File: src/design/wass_pkg.sv
`default_nettype none
// ----------------------------------------------------------------------------
// wass_pkg
// shared constants and types of the weighted aligned slice splitter
// ----------------------------------------------------------------------------
package wass_pkg;

    localparam int MAX_WORKERS = 8;
    localparam int WEIGHT_BITS = 8;
    localparam int ALIGN_BYTES = 32;

    localparam int ROW_W    = 32;
    localparam int WIDX_W   = 4;
    localparam int CNT_W    = 4;
    localparam int RWGT_W   = 64;
    localparam int WSUM_W   = WEIGHT_BITS + $clog2(MAX_WORKERS + 1);
    localparam int PROD_W   = ROW_W + WSUM_W;
    localparam int S_DATA_W = ((ROW_W + WIDX_W + 7) / 8) * 8;
    localparam int M_DATA_W = ((1 + 2 * ROW_W + 7) / 8) * 8;
    localparam int Q_DEPTH  = 4;
    localparam int Q_PTR_W  = $clog2(Q_DEPTH);
    localparam int Q_CNT_W  = $clog2(Q_DEPTH + 1);

    // alignment is a power of two, so rounding down is a mask
    localparam logic [ROW_W-1:0] ALIGN_MASK = ROW_W'(ALIGN_BYTES - 1);

    typedef enum logic {
        REG_WORKER_COUNT  = 1'b0,
        REG_ROUTE_WEIGHTS = 1'b1
    } cfg_reg_t;

    // one classified request between front and back
    typedef struct packed {
        logic              bad;
        logic              last;
        logic [ROW_W-1:0]  row;
        logic [WSUM_W-1:0] total;
        logic [PROD_W-1:0] num_begin;
        logic [PROD_W-1:0] num_end;
    } wass_item_t;

    // one divider stage
    typedef struct packed {
        logic              bad;
        logic              last;
        logic [ROW_W-1:0]  row;
        logic [WSUM_W-1:0] total;
        logic [PROD_W-1:0] num_begin;
        logic [PROD_W-1:0] num_end;
        logic [WSUM_W-1:0] rem_begin;
        logic [WSUM_W-1:0] rem_end;
        logic [ROW_W-1:0]  quo_begin;
        logic [ROW_W-1:0]  quo_end;
    } wass_div_t;

endpackage
`default_nettype wire

File: src/design/wass_queue.sv
`default_nettype none
// ----------------------------------------------------------------------------
// wass_queue
// short fifo between front and back
// ----------------------------------------------------------------------------
module wass_queue
    import wass_pkg::*;
(
    input  wire logic        aclk,
    input  wire logic        aresetn,
    input  wire logic        push,
    input  wire wass_item_t  push_item,
    input  wire logic        pop,
    output wire logic        full,
    output wire logic        empty,
    output wass_item_t       head
);

    wass_item_t         mem_reg [Q_DEPTH];
    logic [Q_PTR_W-1:0] wr_ptr_reg, rd_ptr_reg;
    logic [Q_CNT_W-1:0] count_reg;

    assign full  = count_reg == Q_CNT_W'(Q_DEPTH);
    assign empty = count_reg == '0;
    assign head  = mem_reg[rd_ptr_reg];

    always_ff @(posedge aclk) begin
        if (!aresetn) begin
            wr_ptr_reg <= '0;
            rd_ptr_reg <= '0;
            count_reg  <= '0;
        end else begin
            if (push) wr_ptr_reg <= wr_ptr_reg + Q_PTR_W'(1);
            if (pop)  rd_ptr_reg <= rd_ptr_reg + Q_PTR_W'(1);
            if (push && !pop) count_reg <= count_reg + Q_CNT_W'(1);
            else if (pop && !push) count_reg <= count_reg - Q_CNT_W'(1);
        end
    end

    always_ff @(posedge aclk) begin
        if (push) mem_reg[wr_ptr_reg] <= push_item;
    end

    a_no_overflow: assert property (@(posedge aclk) disable iff (!aresetn)
        full |-> !push) else $error("queue push while full");
    a_no_underflow: assert property (@(posedge aclk) disable iff (!aresetn)
        empty |-> !pop) else $error("queue pop while empty");
    a_count_step: assert property (@(posedge aclk) disable iff (!aresetn)
        (push && !pop) |=> count_reg == $past(count_reg) + Q_CNT_W'(1))
        else $error("queue count did not follow push");

endmodule
`default_nettype wire

File: config.mk
export PLATFORM = sky130hd
export DESIGN_NAME = wass_queue
export DESIGN_NICKNAME = d
export VERILOG_FILES = /design/src/design/wass_pkg.sv /design/src/design/wass_queue.sv
export SDC_FILE = /design/constraint.sdc
export NUM_CORES = 1
export LEC_CHECK = 0
export BUFFER_PORTS_ARGS = -buffer_cell sky130_fd_sc_hd__clkbuf_2
export CORE_MARGIN = 10
export CORE_UTILIZATION = 35
export DETAILED_ROUTE_END_ITERATION = 12
export REMOVE_ABC_BUFFERS = 1
export SLEW_MARGIN = 15
export SYNTH_ARGS = -nofsm -noshare
export SYNTH_HDL_FRONTEND = slang
export SYNTH_SLANG_ARGS = --single-unit
File: constraint.sdc
create_clock -name aclk -period 3.9 [get_ports aclk]
set_input_delay 0.195 -clock aclk [delete_from_list [all_inputs] [get_ports aclk]]
set_output_delay 0.195 -clock aclk [all_outputs]
set_load 0.01 [all_outputs]
== After elaboration in Yosys (flattened, before gate mapping) ==
Memory sizes are Yosys's and may differ from the RTL's. A register that Yosys moved wholly into a read port is not among the register bits.
Cells that the tools add are included.
Storage, ports and cells
  memory bits (writable): 536
  input port bits: 138
  memories kept: 1
  output and inout port bits: 136
  word-level logic and storage cells: 21
  flip-flop bits (word level): 7
Cells by class
  reduce and logical (&&, ||, !) cells: 6
  $add $sub $neg: 4
  equal/unequal tests: 1
  multiplexer cells: 6
Memories
  mem_reg: depth 4, bits a word 134, read ports 1, clocked after Yosys merged registers in 1, wr ports 1, line wass_queue.sv:19  | wass_item_t mem_reg [Q_DEPTH];
Operator list (count)
  $mux 3: 2
  $add 2x1->2 const B: 2
  $mux 2: 2
  $add 3x1->3 const B: 1
  $eq 3x3->1 const B: 1
  $logic_not 3->1: 1
  $sub 3x1->3 const B: 1
  $logic_and 1x1->1: 2
  $logic_not 1->1: 2
  $mux 1: 2
  $reduce_bool 2->1: 1

== Logic depth before layout (Yosys ltp) ==
  depth after elaboration: 4
  mapped depth: 7
  depth with buffers taken out: 7

== Worst setup path after synthesis ==
No wires, ideal clock.
  path kind: reg2reg
  from: reg wr_ptr_reg[0]
  to: mem mem_reg[0][0] (netlist name) (enable)
  library setup time: 0.509 ns
  buffers on the path: 0
  period minus slack after synthesis: 4.122 ns
  arrival time: 3.613 ns
  cell stages (with the launch flop): 4
  required time: 3.391 ns
  slack: -0.222 ns
  path through: dfxtp_1 > inv_1 > ha_1 > and2_1
RTL lines
  start, declared: line wass_queue.sv:20  | logic [Q_PTR_W-1:0] wr_ptr_reg, rd_ptr_reg;
  start signal, assigned: line wass_queue.sv:33  | if (push) wr_ptr_reg <= wr_ptr_reg + Q_PTR_W'(1);
  end, declared: line wass_queue.sv:19
Straight into the memory's write port.

==> flow_metrics.env <==
export IMPL_power_density_mw_per_mm2=535.6
export IMPL_end_kind="primary output"
export IMPL_cts_clk_slew_worst_paths_ns=0.06
export IMPL_clk_latency_ns=0.58
export IMPL_drc=0
export IMPL_die_area_mm2=0.06633
export IMPL_synth_top_cell_by_area="edfxtp_1"
export IMPL_layout_setup_ws_ns=1.228
export IMPL_fp_dieH_um=257.6
export IMPL_layout_nets=1342
export IMPL_min_period_ns=2.672
export IMPL_netlist_instances=743
export IMPL_htreeDepth=2
export IMPL_rr_worst_depth=4
export IMPL_largest_reg_flops=536
export IMPL_synth_top_area_share_pct=81.50
export IMPL_cts_tree="done"
export IMPL_yosysUniqueCellTypes=20
export IMPL_final_cell_mix="edfxtp_1, clkbuf_2, dlygate4sd3_1, mux4_2, clkbuf_16"
export IMPL_seq_area_frac_synth_pct=82.41
export IMPL_worstPathRequired_ns=3.70
export IMPL_cts_setup_buffers=0
export IMPL_final_area_mm2=0.02538
export IMPL_critPathKind="reg -> out"
export IMPL_vias=9382
export IMPL_wl_um=42410
export IMPL_fp_row_count=87
export IMPL_drive_gt1_share_pct=41.01
export IMPL_multi_input_area_mm2=0.003278
export IMPL_dpl_cell_area_mm2=0.02212
export IMPL_setup_viol=0
export IMPL_grt_ovfl_total=0
export IMPL_ys_seq_elements=545
export IMPL_final_antenna_net_count=0
export IMPL_critPathLaunchType="flip-flop"
export IMPL_cp_endpoint="head[16]"
export IMPL_slew_viol_final=0
export IMPL_rsz0062_at_grt="false"
export IMPL_core_area_mm2=0.05617
export IMPL_worst_pin_slew_ns=0.9022
export IMPL_crit_fanout=34
export IMPL_hold_path_class="in -> reg"
export IMPL_reg2reg_setup_slack_ns=1.78
export IMPL_wl_per_cell_um=21.17
export IMPL_vdd_drop_max_uv=350.7
export IMPL_period_share_pct=68.52
export IMPL_grt_antenna_before_repair=3
export IMPL_dp_hpwl_um=25880
export IMPL_hold_buffers=136
export IMPL_clk_path_buf_depth=3
export IMPL_synth_area_leaders="edfxtp_1, mux4_2, dfxtp_1"
export IMPL_cts_root_buf="clkbuf_16"
export IMPL_firstDrtPassIters=5
export IMPL_final_common_cell="edfxtp_1"
export IMPL_grt_pass1_wl_um=65050
export IMPL_finalHoldViolations=0
export IMPL_timing_fmax_ghz=0.3742
export IMPL_grt_pass1_vias=10640
export IMPL_fp_dieW_um=257.6
export IMPL_start_util_pct=35.16
export IMPL_syn2layout_area_growth_pct=28.48
export IMPL_portBuffers=273
export IMPL_globalplace_congestion=0.7042
export IMPL_syn_cell_area_mm2=0.01975
export IMPL_grt_start_max_net_pins=88
export IMPL_skew_ns=0.01147
export IMPL_leakage_nw=8.607
export IMPL_drt_iter0_markers=420
export IMPL_run_status="complete, no violations"
export IMPL_numCtsBuffers=56
export IMPL_ys_warnings_count=0
export IMPL_viasPerCell=4.684
export IMPL_ioPinCount=274
export IMPL_avgSynthCellArea_um2=26.58
export IMPL_r2r_start="wr_ptr_reg[0]$_SDFFE_PN0P_"
export IMPL_cts_resized=0
export IMPL_grt_use_total_pct=12.73
export IMPL_seq_area_mm2=0.01628
export IMPL_relSlewSlack_pct=39.85
export IMPL_dp_slack_ns=1.718
export IMPL_rr_endpoint="mem_reg[2][110]$_DFFE_PP_"
export IMPL_cp_arrival_ns=2.48
export IMPL_cap_violations=0
export IMPL_clock_sinks=545
export IMPL_fillers=4776
==> routing by layer <==
layer  global-route usage, %  vias to the layer above  routed length [um]  share of wire (%)
met5                       0                        -                  23              0.054
met4                   3.562                        4                 946                2.2
met3                   3.852                       77                2887                6.8
met2                   21.55                      273               21390                 50
met1                   15.62                     4894               17160                 40
li1                        -                     4134                   -                  -
==> synthesized netlist by cell type (all sizes together) <==
cell      n
nor3b     1
o21ai     1
fa        1
mux4    134
and2      9
nand2     1
xnor2     2
edfxtp  536
clkbuf    7
inv       4
a21boi    1
xor2      3
mux2i     2
ha        5
nor2b     2
dfxtp     9
or3       1
nor3      1
buf      23
==> worst max-delay path, cell delays in order (launching register included) <==
cell and delay [ns]:
dfxtp_4 0.74, buf_12 0.34, mux4_2 0.59, clkbuf_2 0.15
==> stage by stage <==
step	total power, mW	setup TNS (ns)	cells	utilization [%]	hold slack, ns
after floorplan	7.701	-452.85	713	-	0.2939
after global placement	8.212	0	1760	39.39	0.4106
after detailed placement	8.235	0	1760	39.39	0.4138
after CTS	13.80	0	2002	45.17	0.03394
after global routing	14.10	0	2003	45.18	0.1067
final	13.59	0	2003	45.18	0.08996
==> final cells by class <==
type,instances,area share (%)
Antenna cell,1,0.009861
Clock buffer,65,5.739
Clock inverter,41,1.701
Inverter,4,0.05917
Multi-Input combinational cell,164,12.92
Sequential cell,545,64.17
Tap cell,756,3.728
Timing Repair Buffer,427,11.68
==> power by group <==
group	switching [mW]	internal [mW]	leakage, nW
combinational	0.711	0.643	2.69
clock	2.15	3.26	0.917
sequential	0.0912	6.73	5.00
==> cell families after synthesis <==
group                    after synthesis  synth area share [%]
flip-flops                           545                 82.41
multiplexers                         136                 15.38
buffers and inverters                 34                 1.045
AND/OR/NAND/NOR                       15                0.4624
adder cells (fa/ha/maj)                6                0.4181
XOR/XNOR                               5                0.2218
AO/OA/AOI/OAI                          2               0.06334
==> worst min path at each step <==
stage                                      end  slack, ns            from  cells past startpoint
floorplan              mem_reg[0][0]$_DFFE_PP_       0.29    push_item[0]                      0
global placement     mem_reg[1][104]$_DFFE_PP_       0.41  push_item[104]                      1
detailed placement    mem_reg[2][63]$_DFFE_PP_       0.41   push_item[63]                      1
CTS                 wr_ptr_reg[1]$_SDFFE_PN0P_       0.03            push                      3
global route        wr_ptr_reg[1]$_SDFFE_PN0P_       0.11            push                      3
finish              wr_ptr_reg[1]$_SDFFE_PN0P_       0.09            push                      3
Note: power is estimated with default switching activity, not from simulation.
