===== config.mk =====
export PLATFORM = sky130hd
export DESIGN_NAME = wass_front
export DESIGN_NICKNAME = d
export VERILOG_FILES = /design/src/design/wass_pkg.sv /design/src/design/wass_front.sv
export SDC_FILE = /design/constraint.sdc
export NUM_CORES = 2
export LEC_CHECK = 0
export ABC_AREA = 1
export CORE_MARGIN = 5
export CORE_UTILIZATION = 55
export CTS_BUF_LIST = sky130_fd_sc_hd__clkbuf_8
export CTS_CLUSTER_DIAMETER = 150
export DETAILED_ROUTE_END_ITERATION = 8
export DONT_BUFFER_PORTS = 1
export PLACE_DENSITY_LB_ADDON = 0.3
export SLEW_MARGIN = 20
export SYNTH_ARGS = -nofsm -noshare
export SYNTH_HDL_FRONTEND = slang
export SYNTH_SLANG_ARGS = --single-unit

===== constraint.sdc =====
create_clock -name aclk -period 9.85 [get_ports aclk]
set_input_delay 1.97 -clock aclk [delete_from_list [all_inputs] [get_ports aclk]]
set_output_delay 1.97 -clock aclk [all_outputs]
set_load 0.02 [all_outputs]

===== src/design/wass_pkg.sv =====
`default_nettype none
// ----------------------------------------------------------------------------
// wass_pkg
// shared constants and types of the weighted aligned slice splitter
// ----------------------------------------------------------------------------
package wass_pkg;

    localparam int MAX_WORKERS = 8;
    localparam int WEIGHT_BITS = 8;
    localparam int ALIGN_BYTES = 32;

    localparam int ROW_W    = 32;
    localparam int WIDX_W   = 4;
    localparam int CNT_W    = 4;
    localparam int RWGT_W   = 64;
    localparam int WSUM_W   = WEIGHT_BITS + $clog2(MAX_WORKERS + 1);
    localparam int PROD_W   = ROW_W + WSUM_W;
    localparam int S_DATA_W = ((ROW_W + WIDX_W + 7) / 8) * 8;
    localparam int M_DATA_W = ((1 + 2 * ROW_W + 7) / 8) * 8;
    localparam int Q_DEPTH  = 4;
    localparam int Q_PTR_W  = $clog2(Q_DEPTH);
    localparam int Q_CNT_W  = $clog2(Q_DEPTH + 1);

    // alignment is a power of two, so rounding down is a mask
    localparam logic [ROW_W-1:0] ALIGN_MASK = ROW_W'(ALIGN_BYTES - 1);

    typedef enum logic {
        REG_WORKER_COUNT  = 1'b0,
        REG_ROUTE_WEIGHTS = 1'b1
    } cfg_reg_t;

    // one classified request between front and back
    typedef struct packed {
        logic              bad;
        logic              last;
        logic [ROW_W-1:0]  row;
        logic [WSUM_W-1:0] total;
        logic [PROD_W-1:0] num_begin;
        logic [PROD_W-1:0] num_end;
    } wass_item_t;

    // one divider stage
    typedef struct packed {
        logic              bad;
        logic              last;
        logic [ROW_W-1:0]  row;
        logic [WSUM_W-1:0] total;
        logic [PROD_W-1:0] num_begin;
        logic [PROD_W-1:0] num_end;
        logic [WSUM_W-1:0] rem_begin;
        logic [WSUM_W-1:0] rem_end;
        logic [ROW_W-1:0]  quo_begin;
        logic [ROW_W-1:0]  quo_end;
    } wass_div_t;

endpackage
`default_nettype wire


===== src/design/wass_front.sv =====
`default_nettype none
// ----------------------------------------------------------------------------
// wass_front
// config registers, request checks, weight prefix sums and the two products
// ----------------------------------------------------------------------------
module wass_front
    import wass_pkg::*;
(
    input  wire logic                aclk,
    input  wire logic                aresetn,
    input  wire logic                cfg_wr_en,
    input  wire logic                cfg_addr,
    input  wire logic [RWGT_W-1:0]   cfg_wr_data,
    input  wire logic                in_valid,
    input  wire logic [ROW_W-1:0]    in_row,
    input  wire logic [WIDX_W-1:0]   in_who,
    input  wire logic                advance,
    output wire logic                out_valid,
    output wass_item_t               out_item
);

    logic [CNT_W-1:0]  worker_count_reg;
    logic [RWGT_W-1:0] route_weights_reg;

    always_ff @(posedge aclk) begin
        if (!aresetn) begin
            worker_count_reg  <= CNT_W'(1);
            route_weights_reg <= RWGT_W'(1);
        end else if (cfg_wr_en) begin
            case (cfg_reg_t'(cfg_addr))
                REG_WORKER_COUNT:  worker_count_reg  <= cfg_wr_data[CNT_W-1:0];
                REG_ROUTE_WEIGHTS: route_weights_reg <= cfg_wr_data;
                default: ;
            endcase
        end
    end

    // stage a: checks and prefix sums
    logic [RWGT_W+WEIGHT_BITS-1:0] wext;
    logic [WSUM_W-1:0] pre_s, incl_s, total_s;
    logic zero_w, bad_s, last_s;

    always_comb begin
        logic [WEIGHT_BITS-1:0] w;
        wext    = {{WEIGHT_BITS{1'b0}}, route_weights_reg};
        pre_s   = '0;
        incl_s  = '0;
        total_s = '0;
        zero_w  = 1'b0;
        for (int i = 0; i < MAX_WORKERS; i++) begin
            if (i * WEIGHT_BITS < RWGT_W) w = wext[i*WEIGHT_BITS +: WEIGHT_BITS];
            else w = '0;
            if (CNT_W'(i) < worker_count_reg) begin
                if (w == '0) zero_w = 1'b1;
                if (WIDX_W'(i) < in_who) pre_s = pre_s + WSUM_W'(w);
                if (WIDX_W'(i) <= in_who) incl_s = incl_s + WSUM_W'(w);
                total_s = total_s + WSUM_W'(w);
            end
        end
        bad_s = (in_row == '0) || ((in_row & ALIGN_MASK) != '0) ||
                (worker_count_reg == '0) ||
                ({1'b0, worker_count_reg} > (CNT_W+1)'(MAX_WORKERS)) ||
                ({1'b0, in_who} >= {1'b0, worker_count_reg}) || zero_w;
        last_s = ({1'b0, in_who} + (WIDX_W+1)'(1)) == {1'b0, worker_count_reg};
    end

    logic              a_valid_reg;
    logic              a_bad_reg, a_last_reg;
    logic [ROW_W-1:0]  a_row_reg;
    logic [WSUM_W-1:0] a_pre_reg, a_incl_reg, a_total_reg;
    logic              b_valid_reg;
    wass_item_t        b_item_reg;

    always_ff @(posedge aclk) begin
        if (!aresetn) begin
            a_valid_reg <= 1'b0;
            b_valid_reg <= 1'b0;
        end else if (advance) begin
            a_valid_reg <= in_valid;
            b_valid_reg <= a_valid_reg;
        end
    end

    always_ff @(posedge aclk) begin
        if (advance) begin
            a_bad_reg   <= bad_s;
            a_last_reg  <= last_s;
            a_row_reg   <= in_row;
            a_pre_reg   <= pre_s;
            a_incl_reg  <= incl_s;
            a_total_reg <= total_s;
            b_item_reg.bad       <= a_bad_reg;
            b_item_reg.last      <= a_last_reg;
            b_item_reg.row       <= a_row_reg;
            b_item_reg.total     <= a_total_reg;
            b_item_reg.num_begin <= PROD_W'(a_row_reg) * PROD_W'(a_pre_reg);
            b_item_reg.num_end   <= PROD_W'(a_row_reg) * PROD_W'(a_incl_reg);
        end
    end

    assign out_valid = b_valid_reg;
    assign out_item  = b_item_reg;

endmodule
`default_nettype wire


### Yosys cells after proc, flatten, opt, wreduce, memory -nomap -nowiden

Cells that the tools add are included.

* add/sub/neg operators: 22
* multipliers: 2
* $lt $le $gt $ge: 26
* eq/ne operators: 1
* mux-type cells: 56
* bitwise logic cells: 1
* reductions and logical operators: 18

Operators by type and width (number)
* 12-bit 2-to-1 mux: 35
* 12-bit by 8-bit adder with 12-bit output: 21
* 32-bit by 12-bit multiplier with 44-bit output: 2
* 8-bit zero test: 8
* 8-bit 2-to-1 mux: 5
* 32-bit zero test: 1
* 3-bit by 4-bit < comparator with 1-bit output, first input constant: 8
* 32-bit nonzero test: 1
* 3-bit by 4-bit <= comparator with 1-bit output, first input constant: 4
* 1-bit by 4-bit < comparator with 1-bit output, first input constant: 4
* 2-bit by 4-bit < comparator with 1-bit output, first input constant: 4
* 1-bit 2-to-1 mux: 16
* 1-bit by 4-bit <= comparator with 1-bit output, first input constant: 2
* 2-bit by 4-bit <= comparator with 1-bit output, first input constant: 2
* 4-bit by 1-bit adder with 5-bit output, second input constant: 1
* 5-bit by 4-bit equality test with 1-bit output: 1
* 1-bit logical OR: 5
* 4-bit >= comparator: 1
* 4-bit > comparator, second input constant: 1
* 4-bit zero test: 1
* 2-bit AND reduction: 2
* 1-bit inverter: 1

* bits in registers: 274
* bits of input ports: 106
* output and inout port bits: 135
* word-level logic and storage cells: 142

### Logic depth before layout (Yosys ltp)

* depth in word-level cells: 24
* gate-level depth with buffers: 58
* gate-level depth less buffers: 57

### Worst setup path after synthesis

Ideal clock, no wire load.

* path kind: input-to-reg
* start: in in_who[0]
* end: reg a_pre_reg[10] (data pin)
* library setup time: 0.258 ns
* arrival: 8.998 ns
* data required time: 9.592 ns
* path slack: 0.595 ns
* cell stages on the path: 48
* buffers on the path: 0
* path through: inv_1 ha_1 inv_1 nor2_2 nor3_1 ha_1 inv_1 fa_1 inv_1 o21ai_1 inv_1 fa_1 xnor2_1 nand2_1 o21ai_0 inv_1 ha_1 xnor2_1 [12 not listed] a21oi_1 o21ai_0 xnor2_1 nand2_1 and2_1 ha_1 inv_1 o21ai_0 a31oi_1 o21ai_0 or2_2 nand3_1 nand2_1 ha_1 a21boi_0 o21ai_0 nor3_2 xnor2_1

* cells in the longest elaborated chain, start to end: 24
* elaborated cells between the ends (all ways): 31
* classes of those cells: 7 x add/sub; 8 x order compare; 16 x mux

Ends and longest elaborated chain
* start, declared: RTL line wass_front.sv:16 `input wire logic [WIDX_W-1:0] in_who,`
* 1-bit by 4-bit < comparator with 1-bit output: RTL line wass_front.sv:55 `if (WIDX_W'(i) < in_who) pre_s = pre_s + WSUM_W'(w);`
* 8-bit 2-to-1 mux: RTL line wass_front.sv:55
* 8-bit 2-to-1 mux: RTL line wass_front.sv:53 `if (CNT_W'(i) < worker_count_reg) begin`
* 12-bit by 8-bit adder with 12-bit output: RTL line wass_front.sv:55
* 12-bit 2-to-1 mux: RTL line wass_front.sv:55
* 12-bit 2-to-1 mux: RTL line wass_front.sv:53
* 12-bit by 8-bit adder with 12-bit output: RTL line wass_front.sv:55
* 12-bit 2-to-1 mux: RTL line wass_front.sv:55
* [9 not listed]
* 12-bit 2-to-1 mux: RTL line wass_front.sv:53
* 12-bit by 8-bit adder with 12-bit output: RTL line wass_front.sv:55
* 12-bit 2-to-1 mux: RTL line wass_front.sv:55
* 12-bit 2-to-1 mux: RTL line wass_front.sv:53
* 12-bit by 8-bit adder with 12-bit output: RTL line wass_front.sv:55
* 12-bit 2-to-1 mux: RTL line wass_front.sv:55
* 12-bit 2-to-1 mux *: RTL line wass_front.sv:53
* via pre_s[10]: RTL line wass_front.sv:40 `logic [WSUM_W-1:0] pre_s, incl_s, total_s;`
* end signal, assigned: RTL line wass_front.sv:89 `a_pre_reg <= pre_s;`
* end, declared: RTL line wass_front.sv:70 `logic [WSUM_W-1:0] a_pre_reg, a_incl_reg, a_total_reg;`

The timed path passes the listed nets; every way through them passes the cells marked *.
A chain may end at the register's enable or synchronous reset.

### Worst setup path in the final report

Ends and elaborated chain as after synthesis.

==> flow_summary.yaml <==
global_routing:
  antenna_found_initial: 4
  grt_pass1_vias: 35900
  grt_pass1_wl_um: 187000
  grt.total_usage: 0.281
  grt_max_degree: 208
  grt-ovfl-total: 0
clock_tree:
  root_buffer: "clkbuf_8"
  cts_resized: 0
  htreeDepth: 2
  cts_hold_buf: 0
  cts_tree: "yes"
  path_clk_slew_ns: 0.06
  cts_buffers: 52
  postCtsSetupBuffers: 0
  numClockSinks: 274
  ctsLongestPathBuffers: 3
  clk_latency_ns: 0.70
hold_path:
  hp-start: "a_total_reg[1]"
  hold_depth: 0
  holdPathEnd: "out_item[89]"
  hold_class: "flop to flop"
sta:
  finalClockSkew_ns: 0.0523
  hold_violations: 0
  period_share: 0.922
  max_freq_mhz: 110
  fin_crit_ns: 9.08
  relSlewSlack: 0.231
  rsz0062_at_grt: "false"
  finalSetupViolCount: 0
  finalMaxSlewViolations: 0
  worst_pin_slew_ns: 1.15
route:
  wl_um: 115000
  drt_pass1_iterations: 6
  wire_per_inst_um: 17.7
  viasPerCell: 5.43
  drc: 0
  final_antenna_net_count: 0
  drt_iter0_markers: 2555
  vias: 35400
critical_path:
  cp_slowest_cell: "fa_1"
  cp-startpoint: "in_who[0]"
  reg2reg_to: "a_total_reg[10]"
  critPathMaxStageDelay_ns: 0.49
  end_kind: "flop"
  reg2reg_from: "worker_count_reg[3]"
  crit_fanout: 6
  cp.arrival_ns: 9.53
  r2r_slack_ns: 0.89
  crit_top_cell: "inv_1"
  r2r.worst_path.cells: 45
  critPathRequiredTime_ns: 10.30
  critical_path_class: "input port to flop"
  start_kind: "input port"
synth:
  synth_seq_area_share: 0.176
  syn-num-nets: 6523
  avgSynthCellArea_um2: 7.81
  ys.flop_type: "edfxtp_1"
  synthMuxAreaShare: 0.000469
  synth_edf_count: 204
  synth_warnings: 0
  yosys.area.top_type_share: 0.291
  synth-xor-area-share: 0.0306
  synth_cell_type_count: 60
  syn_inst: 5466
  yosys.area.top_type: "fa_1"
  synthAdderAreaFrac: 0.388
  synthSimpleGateAreaFrac: 0.203
  synth_top_family_by_area: "adder cells"
  synth.area.top_cells: "fa_1, edfxtp_1, nand2_1"
  yosys_register_bits: 274
  synth_compound_area_frac: 0.0827
  netlist_area_um2: 42700
  async_reset_ff_frac: 0
floorplan:
  die_width_um: 289
  rows: 102
  die_h_um: 289
  ios: 241
  core-area_um2: 77200
  fp.dieArea_um2: 83300
  start_util: 0.553
cells_and_area:
  multi_input_area_um2: 30100
  largest_register_ffs: 134
  fillCellCount: 7083
  area_delta_synth_final_pct: 5.51
  post-route-util: 0.583
  post-route-cell-area_um2: 45000
  finalNetCount: 6481
  drive_gt1_frac: 0.0481
  regArea_um2: 7530
placed_design:
  place_area_um2: 43900
  numPortBuffers: 0
  hpwl_um: 90100
  gp_congestion: 0.953
flow_run:
  drv_cap: 0
status:
  status: "finished, final reports clean"
## worst max-delay path by stage
stage	endpoint	slack, ns	cells after the start
2_1_floorplan	a_pre_reg[10]	0.59	48
3_3_place_gp	a_pre_reg[10]	0.02	49
3_5_place_dp	a_pre_reg[10]	-0.08	49
4_1_cts	a_pre_reg[10]	0.64	49
5_1_grt	a_pre_reg[11]	0.007	54
6_report	a_pre_reg[10]	0.77	50
## critical path: cells and delay by family
| family | cells | cell delay, ns |
|---|---|---|
| fa+ha+maj | 9 | 2.78 |
| compound gates | 12 | 1.89 |
| simple gates | 16 | 1.71 |
| buf+inv | 10 | 0.73 |
| xor+xnor | 3 | 0.43 |
## area by class of cell
cell class / count / area share
clock buffers: 54 / 0.0165
inverters: 1166 / 0.0973
diodes: 2 / 0.000111
well taps: 1040 / 0.0289
multi-input cells: 3850 / 0.668
clock inverters: 43 / 0.00853
flip-flops and latches: 274 / 0.167
repair buffers: 80 / 0.0133
## Yosys cell counts, drive strengths merged, types with 55 or more instances
| cell | n |
|---|---|
| ha | 331 |
| nor2 | 314 |
| dfxtp | 70 |
| inv | 1164 |
| xnor2 | 55 |
| fa | 620 |
| nand2 | 1506 |
| edfxtp | 204 |
| o21ai | 277 |
| nand3 | 172 |
| a21oi | 251 |
| xor2 | 94 |
| clkbuf | 163 |
## cells by family after synthesis
group           after synthesis
mux                           2
xor+xnor                    149
fa+ha+maj                   951
compound gates              638
flops                       274
buf+inv                    1342
simple gates               2110
## metrics by stage
stage	hold slack, ns	setup TNS (ns)	setup WS [ns]	cells
2_1_floorplan	0.400	0	0.595	5466
3_3_place_gp	0.404	0	0.0216	6410
3_5_place_dp	0.406	-0.221	-0.0846	6410
4_1_cts	0.421	0	0.644	6507
5_1_grt	0.433	0	0.00687	6508
6_report	0.419	0	0.769	6509
## per-layer routing
metal | vias up | wire, um | track usage
met4 | 0 | 4430 | 0.108
met3 | 291 | 8660 | 0.0489
met5 | - | 0 | 0
met2 | 1255 | 57200 | 0.491
li1 | 16700 | - | -
met1 | 17100 | 45000 | 0.349
## cells in the final DEF, fill, tap and decap left out, types with 15 or more instances in the layout
master / netlist / layout
nand2_1: 1475 / 1474
inv_1: 1146 / 1156
fa_1: 620 / 620
ha_1: 331 / 331
nor2_1: 306 / 306
a21oi_1: 249 / 249
o21ai_0: 221 / 218
edfxtp_1: 204 / 204
nand3_1: 164 / 164
xor2_1: 94 / 94
buf_4: 2 / 80
dfxtp_1: 70 / 70
xnor2_1: 55 / 55
clkbuf_8: 0 / 54
o21ai_1: 41 / 44
a31oi_1: 30 / 30
nand2_2: 26 / 27
nor4_1: 24 / 24
nand4_1: 23 / 23
nor3_1: 23 / 22
inv_2: 16 / 16
o21bai_1: 15 / 15
Power is left out: the tool's default activity adds up to more than one toggle a clock period on the data nets, which glitch-free logic cannot reach.
